===== src/sv/rrd_pkg.sv =====
// Shared types, constants and calendar helpers for the rapid reset detector.
// Used by rrd_date_conv, rrd_seq_track and rapid_reset_detector; no dependencies.
`timescale 1ns / 1ps

package rrd_pkg;

    localparam int unsigned YEAR_W   = 12;
    localparam int unsigned MONTH_W  = 4;
    localparam int unsigned DAY_W    = 5;
    localparam int unsigned HOUR_W   = 5;
    localparam int unsigned MINUTE_W = 6;
    localparam int unsigned SECOND_W = 6;

    localparam int unsigned IN_FIELDS_W = YEAR_W + MONTH_W + DAY_W + HOUR_W + MINUTE_W + SECOND_W;
    localparam int unsigned S_TDATA_W   = ((IN_FIELDS_W + 7) / 8) * 8;
    localparam int unsigned M_TDATA_W   = 8;

    localparam int unsigned WINDOW_W = 16;
    localparam int unsigned TALLY_W  = 8;
    localparam int unsigned CFG_W    = 16;
    localparam int unsigned SECS_W   = 32;
    localparam int unsigned DAYS_W   = 16;
    localparam int unsigned SOD_W    = 17;

    localparam logic [YEAR_W-1:0]   EPOCH_YEAR = 12'd2020;
    localparam logic [YEAR_W-1:0]   LAST_YEAR  = 12'd2155;
    // 2100 is the only century year in range, and it is not a leap year.
    localparam logic [YEAR_W-1:0]   CENTURY_YEAR = 12'd2100;
    localparam logic [7:0]          CENTURY_OFFSET = 8'd80;

    localparam logic [WINDOW_W-1:0] WINDOW_RESET = 16'd10;
    localparam logic [TALLY_W-1:0]  BOOTS_RESET  = 8'd3;

    typedef enum logic [0:0] {
        REG_WINDOW_SECONDS = 1'b0,
        REG_BOOTS_REQUIRED = 1'b1
    } rrd_reg_idx_t;

    // Converted stamp handed from the date converter to the sequence tracker.
    typedef struct packed {
        logic [SECS_W-1:0] secs;
        logic              invalid;
    } rrd_stamp_t;

    // Length of a month; zero for month codes outside 1 to 12.
    function automatic logic [DAY_W-1:0] month_len(input logic [MONTH_W-1:0] mo,
                                                   input logic leap);
        logic [DAY_W-1:0] len;
        len = '0;
        unique case (mo)
            4'd1, 4'd3, 4'd5, 4'd7, 4'd8, 4'd10, 4'd12: len = 5'd31;
            4'd4, 4'd6, 4'd9, 4'd11:                     len = 5'd30;
            4'd2:                                        len = leap ? 5'd29 : 5'd28;
            default:                                     len = '0;
        endcase
        return len;
    endfunction

    // Days in a common year before the first of the month.
    function automatic logic [8:0] days_before_month(input logic [MONTH_W-1:0] mo);
        logic [8:0] d;
        d = '0;
        unique case (mo)
            4'd2:    d = 9'd31;
            4'd3:    d = 9'd59;
            4'd4:    d = 9'd90;
            4'd5:    d = 9'd120;
            4'd6:    d = 9'd151;
            4'd7:    d = 9'd181;
            4'd8:    d = 9'd212;
            4'd9:    d = 9'd243;
            4'd10:   d = 9'd273;
            4'd11:   d = 9'd304;
            4'd12:   d = 9'd334;
            default: d = '0;
        endcase
        return d;
    endfunction

endpackage


===== src/sv/rrd_date_conv.sv =====
// Two-stage date converter: stamp check and day count, then seconds since 2020-01-01.
// Depends on rrd_pkg.
`timescale 1ns / 1ps

module rrd_date_conv (
    input  logic                         aclk,
    input  logic                         aresetn,
    input  logic                         in_valid,
    output logic                         in_ready,
    input  logic [rrd_pkg::YEAR_W-1:0]   year,
    input  logic [rrd_pkg::MONTH_W-1:0]  month,
    input  logic [rrd_pkg::DAY_W-1:0]    day,
    input  logic [rrd_pkg::HOUR_W-1:0]   hour,
    input  logic [rrd_pkg::MINUTE_W-1:0] minute,
    input  logic [rrd_pkg::SECOND_W-1:0] second,
    output logic                         out_valid,
    input  logic                         out_ready,
    output rrd_pkg::rrd_stamp_t          out_stamp
);

    logic                         v1_reg, v1_next;
    logic                         v2_reg, v2_next;
    logic [rrd_pkg::DAYS_W-1:0]   days_reg, days_next;
    logic [rrd_pkg::SOD_W-1:0]    sod_reg, sod_next;
    logic                         inv1_reg, inv1_next;
    rrd_pkg::rrd_stamp_t          stamp_reg, stamp_next;

    logic                         en1, en2;
    logic                         leap;
    logic [7:0]                   yoff;
    logic [8:0]                   leaps_before;
    logic [rrd_pkg::DAY_W-1:0]    mlen;
    logic                         year_ok, month_ok, day_ok, time_ok;

    assign en2      = !v2_reg || out_ready;
    assign en1      = !v1_reg || en2;
    assign in_ready = en1;

    // Stage one: validate the stamp, count whole days and seconds of the day.
    always_comb begin
        year_ok  = (year >= rrd_pkg::EPOCH_YEAR) && (year <= rrd_pkg::LAST_YEAR);
        leap     = (year[1:0] == 2'b00) && (year != rrd_pkg::CENTURY_YEAR);
        mlen     = rrd_pkg::month_len(month, leap);
        month_ok = (month >= 4'd1) && (month <= 4'd12);
        day_ok   = (day >= 5'd1) && (day <= mlen);
        time_ok  = (hour <= 5'd23) && (minute <= 6'd59) && (second <= 6'd59);
        inv1_next = !(year_ok && month_ok && day_ok && time_ok);

        yoff = 8'(year - rrd_pkg::EPOCH_YEAR);
        // Leap years in [2020, year): one every four from 2020, less 2100 once passed.
        leaps_before = 9'((9'(yoff) + 9'd3) >> 2)
                     - ((yoff > rrd_pkg::CENTURY_OFFSET) ? 9'd1 : 9'd0);
        days_next = 16'(17'(yoff) * 17'd365)
                  + 16'(leaps_before)
                  + 16'(rrd_pkg::days_before_month(month))
                  + ((leap && (month > 4'd2)) ? 16'd1 : 16'd0)
                  + 16'(day - 5'd1);
        sod_next = 17'(17'(hour) * 17'd3600) + 17'(17'(minute) * 17'd60) + 17'(second);

        v1_next = en1 ? in_valid : v1_reg;
        v2_next = en2 ? v1_reg : v2_reg;

        // Stage two: one multiply by the seconds in a day.
        stamp_next.secs    = 32'(days_reg) * 32'd86400 + 32'(sod_reg);
        stamp_next.invalid = inv1_reg;
    end

    always_ff @(posedge aclk) begin
        if (!aresetn) begin
            v1_reg <= 1'b0;
            v2_reg <= 1'b0;
        end else begin
            v1_reg <= v1_next;
            v2_reg <= v2_next;
        end
    end

    always_ff @(posedge aclk) begin
        if (en1) begin
            days_reg <= days_next;
            sod_reg  <= sod_next;
            inv1_reg <= inv1_next;
        end
        if (en2) begin
            stamp_reg <= stamp_next;
        end
    end

    assign out_valid = v2_reg;
    assign out_stamp = stamp_reg;

endmodule


===== src/sv/rrd_seq_track.sv =====
// Boot sequence tracker: holds the sequence state, decides each boot, registers the result.
// Depends on rrd_pkg.
`timescale 1ns / 1ps

module rrd_seq_track (
    input  logic                          aclk,
    input  logic                          aresetn,
    input  logic [rrd_pkg::WINDOW_W-1:0]  window_seconds,
    input  logic [rrd_pkg::TALLY_W-1:0]   boots_required,
    input  logic                          in_valid,
    output logic                          in_ready,
    input  rrd_pkg::rrd_stamp_t           in_stamp,
    output logic                          res_valid,
    input  logic                          res_ready,
    output logic                          triggered,
    output logic                          stamp_invalid
);

    logic                          hist_reg, hist_next;
    logic [rrd_pkg::SECS_W-1:0]    first_reg, first_next;
    logic [rrd_pkg::SECS_W-1:0]    last_reg, last_next;
    logic [rrd_pkg::TALLY_W-1:0]   tally_reg, tally_next;
    logic                          res_valid_reg, res_valid_next;
    logic                          trig_reg, trig_next;
    logic                          inv_reg, inv_next;

    logic                          en_out, decide;
    logic                          follows;
    logic [rrd_pkg::SECS_W-1:0]    since_first;
    logic [rrd_pkg::TALLY_W-1:0]   new_tally;
    logic [rrd_pkg::SECS_W-1:0]    new_first;

    assign en_out   = !res_valid_reg || res_ready;
    assign in_ready = en_out;
    assign decide   = in_valid && en_out;

    always_comb begin
        since_first = in_stamp.secs - first_reg;
        follows = hist_reg && (tally_reg != '0) && (tally_reg < boots_required)
                && (in_stamp.secs >= last_reg)
                && (since_first <= 32'(window_seconds));
        new_tally = follows ? tally_reg + 8'd1 : 8'd1;
        new_first = follows ? first_reg : in_stamp.secs;

        trig_next = !in_stamp.invalid && (new_tally >= boots_required);
        inv_next  = in_stamp.invalid;

        hist_next  = hist_reg;
        first_next = first_reg;
        last_next  = last_reg;
        tally_next = tally_reg;
        if (decide && !in_stamp.invalid) begin
            hist_next = 1'b1;
            if (trig_next) begin
                first_next = '0;
                last_next  = '0;
                tally_next = '0;
            end else begin
                first_next = new_first;
                last_next  = in_stamp.secs;
                tally_next = new_tally;
            end
        end
        res_valid_next = en_out ? in_valid : res_valid_reg;
    end

    always_ff @(posedge aclk) begin
        if (!aresetn) begin
            hist_reg      <= 1'b0;
            first_reg     <= '0;
            last_reg      <= '0;
            tally_reg     <= '0;
            res_valid_reg <= 1'b0;
        end else begin
            hist_reg      <= hist_next;
            first_reg     <= first_next;
            last_reg      <= last_next;
            tally_reg     <= tally_next;
            res_valid_reg <= res_valid_next;
        end
    end

    always_ff @(posedge aclk) begin
        if (en_out) begin
            trig_reg <= trig_next;
            inv_reg  <= inv_next;
        end
    end

    assign res_valid     = res_valid_reg;
    assign triggered     = trig_reg;
    assign stamp_invalid = inv_reg;

    a_invalid_keeps_state: assert property (@(posedge aclk) disable iff (!aresetn)
        decide && in_stamp.invalid |=> $stable(tally_reg) && $stable(first_reg)
                                       && $stable(hist_reg))
        else $error("rejected stamp changed the sequence state");

    a_trigger_clears: assert property (@(posedge aclk) disable iff (!aresetn)
        decide && trig_next |=> (tally_reg == '0) && (first_reg == '0) && hist_reg)
        else $error("sequence not cleared after trigger");

    a_history_sticks: assert property (@(posedge aclk) disable iff (!aresetn)
        hist_reg |=> hist_reg)
        else $error("history flag dropped");

    a_result_exclusive: assert property (@(posedge aclk) disable iff (!aresetn)
        $rose(res_valid_reg) |-> !(trig_reg && inv_reg))
        else $error("result flags both trigger and invalid stamp");

endmodule


===== src/sv/rapid_reset_detector.sv =====
// Top level of the rapid reset detector: configuration registers and stream ports.
// Depends on rrd_pkg, rrd_date_conv and rrd_seq_track.
`timescale 1ns / 1ps

// Channel    Direction  Handshake          Payload
// s_ (boot)  in         s_tvalid/s_tready  s_tdata: year, month, day, hour, minute, second
// m_ (result) out       m_tvalid/m_tready  m_tdata: triggered, stamp_invalid
// cfg        in         cfg_wr_en          cfg_addr selects the register, cfg_wdata the value
//
// Each boot transfer yields exactly one result transfer after passing through a
// check and day-count stage, a seconds stage around one 16 by 17 bit multiply, and
// the result register where the sequence decision is made. A new boot can be taken
// in every cycle while the result side is not stalled; the decision and the state
// update happen in the same cycle, so consecutive boots see each other's effect.
// Stalls on the result side back up stage by stage; s_tready drops only once every
// stage holds a transfer. Reset is synchronous and active low and clears all valid
// flags, the sequence state and the configuration registers to their defaults.

module rapid_reset_detector (
    input  logic                            aclk,
    input  logic                            aresetn,

    input  logic                            s_tvalid,
    output logic                            s_tready,
    // Fields from bit 0 up: year[11:0], month[15:12], day[20:16], hour[25:21],
    // minute[31:26], second[37:32], zero padding[39:38].
    input  logic [rrd_pkg::S_TDATA_W-1:0]   s_tdata,

    output logic                            m_tvalid,
    input  logic                            m_tready,
    // Fields from bit 0 up: triggered[0], stamp_invalid[1], zero padding[7:2].
    output logic [rrd_pkg::M_TDATA_W-1:0]   m_tdata,

    input  logic                            cfg_wr_en,
    input  rrd_pkg::rrd_reg_idx_t           cfg_addr,
    input  logic [rrd_pkg::CFG_W-1:0]       cfg_wdata
);

    logic [rrd_pkg::WINDOW_W-1:0] window_reg, window_next;
    logic [rrd_pkg::TALLY_W-1:0]  boots_reg, boots_next;

    logic                         conv_valid, conv_ready;
    rrd_pkg::rrd_stamp_t          conv_stamp;
    logic                         trig, inv;

    // Configuration writes land directly; software must write only while the block is idle, which it does not enforce.
    always_comb begin
        window_next = window_reg;
        boots_next  = boots_reg;
        if (cfg_wr_en) begin
            unique case (cfg_addr)
                rrd_pkg::REG_WINDOW_SECONDS: window_next = cfg_wdata;
                rrd_pkg::REG_BOOTS_REQUIRED: boots_next  = cfg_wdata[rrd_pkg::TALLY_W-1:0];
                default: ;
            endcase
        end
    end

    always_ff @(posedge aclk) begin
        if (!aresetn) begin
            window_reg <= rrd_pkg::WINDOW_RESET;
            boots_reg  <= rrd_pkg::BOOTS_RESET;
        end else begin
            window_reg <= window_next;
            boots_reg  <= boots_next;
        end
    end

    rrd_date_conv u_conv (
        .aclk      (aclk),
        .aresetn   (aresetn),
        .in_valid  (s_tvalid),
        .in_ready  (s_tready),
        .year      (s_tdata[11:0]),
        .month     (s_tdata[15:12]),
        .day       (s_tdata[20:16]),
        .hour      (s_tdata[25:21]),
        .minute    (s_tdata[31:26]),
        .second    (s_tdata[37:32]),
        .out_valid (conv_valid),
        .out_ready (conv_ready),
        .out_stamp (conv_stamp)
    );

    rrd_seq_track u_track (
        .aclk           (aclk),
        .aresetn        (aresetn),
        .window_seconds (window_reg),
        .boots_required (boots_reg),
        .in_valid       (conv_valid),
        .in_ready       (conv_ready),
        .in_stamp       (conv_stamp),
        .res_valid      (m_tvalid),
        .res_ready      (m_tready),
        .triggered      (trig),
        .stamp_invalid  (inv)
    );

    assign m_tdata = {6'b0, inv, trig};

endmodule

===== config.mk =====
export PLATFORM = sky130hd
export DESIGN_NAME = rapid_reset_detector
export DESIGN_NICKNAME = d
export VERILOG_FILES = /design/src/sv/rrd_pkg.sv /design/src/sv/rrd_date_conv.sv /design/src/sv/rrd_seq_track.sv /design/src/sv/rapid_reset_detector.sv
export SDC_FILE = /design/constraint.sdc
export NUM_CORES = 1
export LEC_CHECK = 0
export BUFFER_PORTS_ARGS = -buffer_cell sky130_fd_sc_hd__buf_2
export CORE_ASPECT_RATIO = 1.2
export CORE_MARGIN = 2
export CORE_UTILIZATION = 40
export CTS_CLUSTER_SIZE = 28
export DETAILED_ROUTE_END_ITERATION = 10
export GPL_TIMING_DRIVEN = 0
export PLACE_DENSITY = 0.57
export SLEW_MARGIN = 20
export SYNTH_ARGS = -nofsm -noshare
export SYNTH_HDL_FRONTEND = slang
export SYNTH_SLANG_ARGS = --single-unit

===== constraint.sdc =====
create_clock -name aclk -period 14.5 [get_ports aclk]
set_input_delay 2.175 -clock aclk [delete_from_list [all_inputs] [get_ports aclk]]
set_output_delay 2.175 -clock aclk [all_outputs]
set_load 0.02 [all_outputs]

== Word-level counts from Yosys, hierarchy flattened ==
Memory sizes are Yosys's and may differ from the RTL's.
Cells that the tools add are included.
Word-level totals
  logic and storage cells: 105
  bits in read-only memories: 144
  input port bits: 62
  memories kept: 1
  flip-flop bits (word level): 169
  output and inout bits: 10
Memories
  (no name shown): words 16, width 9, rd ports 1, clocked after Yosys merged registers in 0, wr ports 0, RTL line rrd_pkg.sv:63  | unique case (mo)
Cells by class
  muxes and demuxes: 9
  magnitude comparators: 15
  multiply operators: 4
  bitwise logic cells: 1
  eq/ne operators: 14
  reductions and logical operators: 32
  add/sub/neg operators: 13
Operator list (count)
  32-bit two-way mux: 3
  16-bit adder: 2
  16-bit by 9-bit adder with 16-bit output: 2
  32-bit by 17-bit adder with 32-bit output: 1
  32-bit greater-or-equal comparator: 1
  32-bit by 16-bit <= comparator with 1-bit output: 1
  32-bit subtractor: 1
  16-bit by 10-bit multiplier with 25-bit output (second input constant): 1
  4-bit equality test (second input constant): 5
  17-bit by 12-bit adder with 17-bit output: 1
  17-bit by 6-bit adder with 17-bit output: 1
  1-bit logical AND: 17
  4-bit by 3-bit equality test with 1-bit output (second input constant): 4
  8-bit by 9-bit multiplier with 16-bit output (second input constant): 1
  8-bit two-way mux: 2
  5-bit one-hot mux with 3 select lines: 1
  5-bit by 8-bit multiplier with 13-bit output (second input constant): 1
  12-bit by 11-bit greater-or-equal comparator with 1-bit output (second input constant): 1
  12-bit <= comparator (second input constant): 1
  6-bit <= comparator (second input constant): 2
  12-bit != test (second input constant): 1
  6-bit by 4-bit multiplier with 10-bit output (second input constant): 1
  8-bit by 2-bit adder with 9-bit output (second input constant): 1
  7-bit by 9-bit subtractor with 9-bit output: 1
  24 further kinds: 35

== Logic depth before layout (Yosys ltp) ==
  word-level depth: 10
  gate-level depth with buffers: 37
  depth with buffers taken out: 33

== Hierarchy ==
Synthesis repeated with hierarchy kept, for this count alone.
Second synthesis, totals
  cell total of the unflattened synthesis: 2075
  area, all modules: 18487.7 sq um
By module, submodules not included
  rrd_date_conv: seq. area each 2052.0 sq um, times used 1, cells an instance 1087, area each 10737.8 sq um
  rrd_seq_track: seq. area each 1541.5 sq um, times used 1, cells an instance 878, area each 6731.5 sq um
  rapid_reset_detector: seq. area each 480.5 sq um, times used 1, cells an instance 110, area each 1018.5 sq um

== Worst setup path after synthesis ==
Ideal clock, no wire load.
  path kind: input port to flip-flop
  start point: input port s_tdata[2] (netlist bit)
  end point: register u_conv.days_reg[15] (netlist bit) (data pin)
  path buffers: 0
  slack: 6385 ps
  stages on the path: 30
  arrival: 7855 ps
  setup time: 260 ps
  data required time: 14240 ps
  cell sequence: inv_1 -> ha_1 -> nand2b_1 -> nand2_1 -> xor2_1 -> inv_1 -> ha_1 -> nand4_1 -> o21ai_0 -> a21oi_1 -> ha_1 -> and3_1 -> xnor2_1 -> fa_1 -> inv_1 -> fa_1 -> fa_1 -> inv_1 -> ha_1 -> a21o_1 -> a21oi_1 -> o21ai_0 -> a21oi_1 -> nor2b_1 -> o21a_1 -> o31a_1 -> or4_1 -> a31o_2 -> a21oi_1 -> xnor2_1
On the way
  word-level cells in the longest chain between the ends: 8
  elaborated cells on any way between the ends: 14
  those cells by class: 7 x add/sub; 1 x mul; 1 x order compare; 1 x eq/ne; 2 x mux; 2 x reduce/logical
RTL lines
  start: declaration: RTL line rapid_reset_detector.sv:27  | input logic [rrd_pkg::S_TDATA_W-1:0] s_tdata,
  parallel branches: the longest is 6 deep, another holds 8-bit by 9-bit multiplier with 16-bit output
  16-bit adder *: RTL line rrd_date_conv.sv:56  | + ((leap && (month > 4'd2)) ? 16'd1 : 16'd0)
  16-bit adder *: RTL line rrd_date_conv.sv:57  | + 16'(day - 5'd1);
  via u_conv.days_next (one bit): RTL line rrd_date_conv.sv:23  | logic [rrd_pkg::DAYS_W-1:0] days_reg, days_next;
  end signal: assignment: RTL line rrd_date_conv.sv:80  | days_reg <= days_next;
  end: declaration: RTL line rrd_date_conv.sv:23
Mark *: on every way through the listed nets, which the timed path passes.
A chain may end at the register's enable or synchronous reset.

== Worst setup path after layout ==
Same ends and word-level chain as after synthesis.

==> impl_metrics.prom <==
# TYPE chip_impl_metric gauge
chip_impl_info{name="clk_root_buffer_cell",value="sky130_fd_sc_hd__clkbuf_16"} 1
chip_impl_metric{name="die_height",unit="µm"} 237
chip_impl_metric{name="wl_per_cell",unit="µm"} 14.4
chip_impl_metric{name="clock_tree.buffer_depth",unit=""} 2
chip_impl_info{name="netlist_top_cells_count",value="sky130_fd_sc_hd__inv_1 (326), sky130_fd_sc_hd__ha_1 (318), sky130_fd_sc_hd__nand2_1 (195), sky130_fd_sc_hd__a21oi_1 (114), sky130_fd_sc_hd__dfxtp_1 (100)"} 1
chip_impl_metric{name="design.portCount",unit=""} 72
chip_impl_metric{name="setup-violations-final",unit=""} 0
chip_impl_metric{name="detailroute.via_count",unit=""} 13719
chip_impl_metric{name="drt-total-wl",unit="mm"} 39.7
chip_impl_metric{name="crit_buf_inv",unit=""} 5
chip_impl_info{name="rsz_0062_raised_after_global_routing",value="false"} 1
chip_impl_metric{name="drt_iter0_markers",unit=""} 405
chip_impl_metric{name="floorplan.rows",unit=""} 85
chip_impl_metric{name="post_route_cells_drive_above_1_share",unit="%"} 6.80
chip_impl_metric{name="worst_ep_arrival",unit="ps"} 8840
chip_impl_metric{name="place_hpwl",unit="mm"} 33.7
chip_impl_metric{name="final_min_period_over_clock_period",unit="%"} 59.6
chip_impl_metric{name="post_cts.repair.setup_buffers",unit=""} 0
chip_impl_metric{name="first_global_vias",unit=""} 13994
chip_impl_info{name="netlist.top_cell.by_area",value="sky130_fd_sc_hd__ha_1"} 1
chip_impl_metric{name="slew_headroom",unit="%"} 45.5
chip_impl_metric{name="antenna_found_initial",unit=""} 0
chip_impl_metric{name="yosys_warnings",unit=""} 0
chip_impl_metric{name="grt_remaining_overflow",unit=""} 0
chip_impl_metric{name="synthDominantCellAreaShare",unit="%"} 22.0
chip_impl_metric{name="cts.clk_slew.worst_paths",unit="ps"} 70
chip_impl_metric{name="postSynthAreaPerCell",unit="µm²"} 8.84
chip_impl_metric{name="timing_hold_violations_final",unit=""} 0
chip_impl_info{name="cts_tree",value="yes"} 1
chip_impl_metric{name="dieArea",unit="µm²"} 47000
chip_impl_info{name="crit_family",value="adder cells"} 1
chip_impl_info{name="yosys-top-cells-area",value="sky130_fd_sc_hd__ha_1 (22%), sky130_fd_sc_hd__edfxtp_1 (11%), sky130_fd_sc_hd__dfxtp_1 (11%), sky130_fd_sc_hd__fa_1 (11%), sky130_fd_sc_hd__inv_1 (6.8%)"} 1
chip_impl_info{name="critical_path.slowest_cell",value="sky130_fd_sc_hd__fa_1"} 1
chip_impl_metric{name="h-tree-depth",unit=""} 4
chip_impl_metric{name="post_layout_min_period",unit="ps"} 8640
chip_impl_info{name="postSynth.topFlopCell",value="sky130_fd_sc_hd__dfxtp_1"} 1
chip_impl_info{name="min-delay-path-class",value="reg2reg"} 1
chip_impl_metric{name="grt_pass1_wl",unit="mm"} 66.8
chip_impl_metric{name="worst-path-max-fanout",unit=""} 7
chip_impl_metric{name="netlist-cell-type-count",unit=""} 77
chip_impl_metric{name="final_util",unit="%"} 44.4
chip_impl_metric{name="cts_hold_repair.buffers",unit=""} 0
chip_impl_metric{name="clock-sinks",unit=""} 169
chip_impl_metric{name="timing.critical_path.required",unit="ps"} 14700
chip_impl_metric{name="worst_hold_slack_after_final_layout",unit="ps"} 419
chip_impl_metric{name="route.detailed.vias_per_inst",unit=""} 4.98
chip_impl_info{name="run_status",value="finished, final reports clean"} 1
chip_impl_metric{name="final_cells",unit=""} 2757
chip_impl_metric{name="initial_core_utilization",unit="%"} 40.4
chip_impl_metric{name="final_max_slew_viol_count",unit=""} 0
chip_impl_metric{name="worst_skew_pair.late_latency",unit="ps"} 460
chip_impl_metric{name="grt_start_max_net_pins",unit=""} 34
chip_impl_metric{name="router_iterations_before_antenna_repair",unit=""} 5
chip_impl_info{name="synth_most_common_cell",value="sky130_fd_sc_hd__inv_1"} 1
chip_impl_metric{name="cpPeakStageDelay",unit="ps"} 600
chip_impl_metric{name="dp_cells",unit=""} 2725
chip_impl_info{name="critical_path_class",value="in2reg"} 1
chip_impl_metric{name="worst_pin_slew",unit="ps"} 818
chip_impl_metric{name="area_growth",unit="%"} 9.88
chip_impl_metric{name="port-buffer-count",unit=""} 61
chip_impl_metric{name="synth-seq-cells",unit=""} 169
chip_impl_metric{name="number_of_diodes",unit=""} 0
chip_impl_metric{name="remaining_drc_errors",unit=""} 0
chip_impl_metric{name="number_of_synthesized_flops_with_an_enable_pin",unit=""} 69
chip_impl_metric{name="core_area",unit="µm²"} 44800
chip_impl_metric{name="setup_tns",unit="ps"} 0
chip_impl_info{name="critPathCaptureType",value="flip-flop"} 1
chip_impl_metric{name="achievable-frequency",unit="MHz"} 116
chip_impl_metric{name="global_route.usage.total",unit="%"} 17.6
chip_impl_metric{name="postCtsResizedCells",unit=""} 0
chip_impl_metric{name="mappedNetlistArea",unit="µm²"} 18100
chip_impl_metric{name="ant_nets",unit=""} 0
chip_impl_metric{name="place.gp.congestion",unit=""} 0.879
chip_impl_metric{name="die-width",unit="µm"} 198
chip_impl_metric{name="number_of_nets_in_the_layout",unit=""} 2612
chip_impl_metric{name="numCtsBuffers",unit=""} 17
chip_impl_info{name="start_kind",value="input pin"} 1
chip_impl_metric{name="maxCapViolations",unit=""} 0
chip_impl_metric{name="clock-skew-final",unit="ps"} 12.5
chip_impl_metric{name="postSynth.asyncResetShare",unit="%"} 0
chip_impl_metric{name="largest_register_ff_count",unit=""} 33
chip_impl_metric{name="yosysSeqAreaShare",unit="%"} 22.5
chip_impl_metric{name="syn-instance-count",unit=""} 2047
-- layer usage --
layer  up-vias  GRT usage, %  wire length, µm
met1      6404          19.5            16500
met4         0          5.42              868
met3        50          2.02              798
li1       7115             -                -
met2       150          34.5            21500
met5         -             0                0
-- layout make-up --
class / instances / area [µm²]
Buffer: 62 / 310
Tap cell: 609 / 762
Fill cell: 4419 / 24900
Multi-Input combinational cell: 1495 / 12500
Clock buffer: 18 / 450
Inverter: 326 / 1220
Timing Repair Buffer: 64 / 344
Clock inverter: 14 / 196
Sequential cell: 169 / 4070
-- stage by stage --
stage | setup WS, ps | instance area (µm²)
after detailed placement | 5370 | 19200
after global placement | 5420 | 19200
after CTS | 5860 | 19900
final | 5860 | 19900
after global routing | 5410 | 19900
after floorplan | 6380 | 18100
-- cell usage in the layout (no fill, tap or decap), types with 8 or more instances in the layout --
cell type and count:
sky130_fd_sc_hd__ha_1 318, sky130_fd_sc_hd__edfxtp_1 69, sky130_fd_sc_hd__a31oi_1 9, sky130_fd_sc_hd__a21oi_1 114
sky130_fd_sc_hd__nor2b_1 19, sky130_fd_sc_hd__nand2_1 194, sky130_fd_sc_hd__clkbuf_16 18, sky130_fd_sc_hd__buf_2 66
sky130_fd_sc_hd__inv_1 326, sky130_fd_sc_hd__a21boi_0 61, sky130_fd_sc_hd__o21bai_1 18, sky130_fd_sc_hd__buf_4 10
sky130_fd_sc_hd__a211oi_1 11, sky130_fd_sc_hd__nand3_1 97, sky130_fd_sc_hd__xnor2_1 90, sky130_fd_sc_hd__o211ai_1 8
sky130_fd_sc_hd__clkbuf_1 41, sky130_fd_sc_hd__nor2_1 76, sky130_fd_sc_hd__o21ai_0 68, sky130_fd_sc_hd__o21a_1 19
sky130_fd_sc_hd__a21o_1 24, sky130_fd_sc_hd__nor3_1 24, sky130_fd_sc_hd__nand4_1 20, sky130_fd_sc_hd__xor2_1 35
sky130_fd_sc_hd__and3_1 8, sky130_fd_sc_hd__nand2b_1 22, sky130_fd_sc_hd__fa_1 97, sky130_fd_sc_hd__dfxtp_1 100
sky130_fd_sc_hd__mux2i_1 39
-- cell families after synthesis --
family / Yosys count / share of synthesized area (%)
xor gates and xnor gates: 125 / 6.05
muxes: 42 / 2.41
other: 1 / 0.0207
DFF: 169 / 22.5
AOI/OAI and AO/OA: 390 / 14.2
buffers and inverters: 388 / 8.47
and+or+nand+nor: 517 / 13.6
adders and majority gates: 415 / 32.7
-- worst paths after layout --
| check | cells after the start | from | slack, ps | to |
|---|---|---|---|---|
| setup reg to reg | 34 | u_conv.out_stamp[8] | 6300 | u_track.first_reg[28] |
| hold reg to reg | 0 | u_conv.sod_reg[5] | 420 | u_conv.out_stamp[6] |
| hold / removal | 0 | u_conv.sod_reg[5] | 420 | u_conv.out_stamp[6] |
| setup / recovery | 31 | s_tdata[2] | 5860 | u_conv.days_reg[15] |
Power is not shown: default switching activity piles up to over one toggle a cycle in this logic, so the estimate is an artifact.
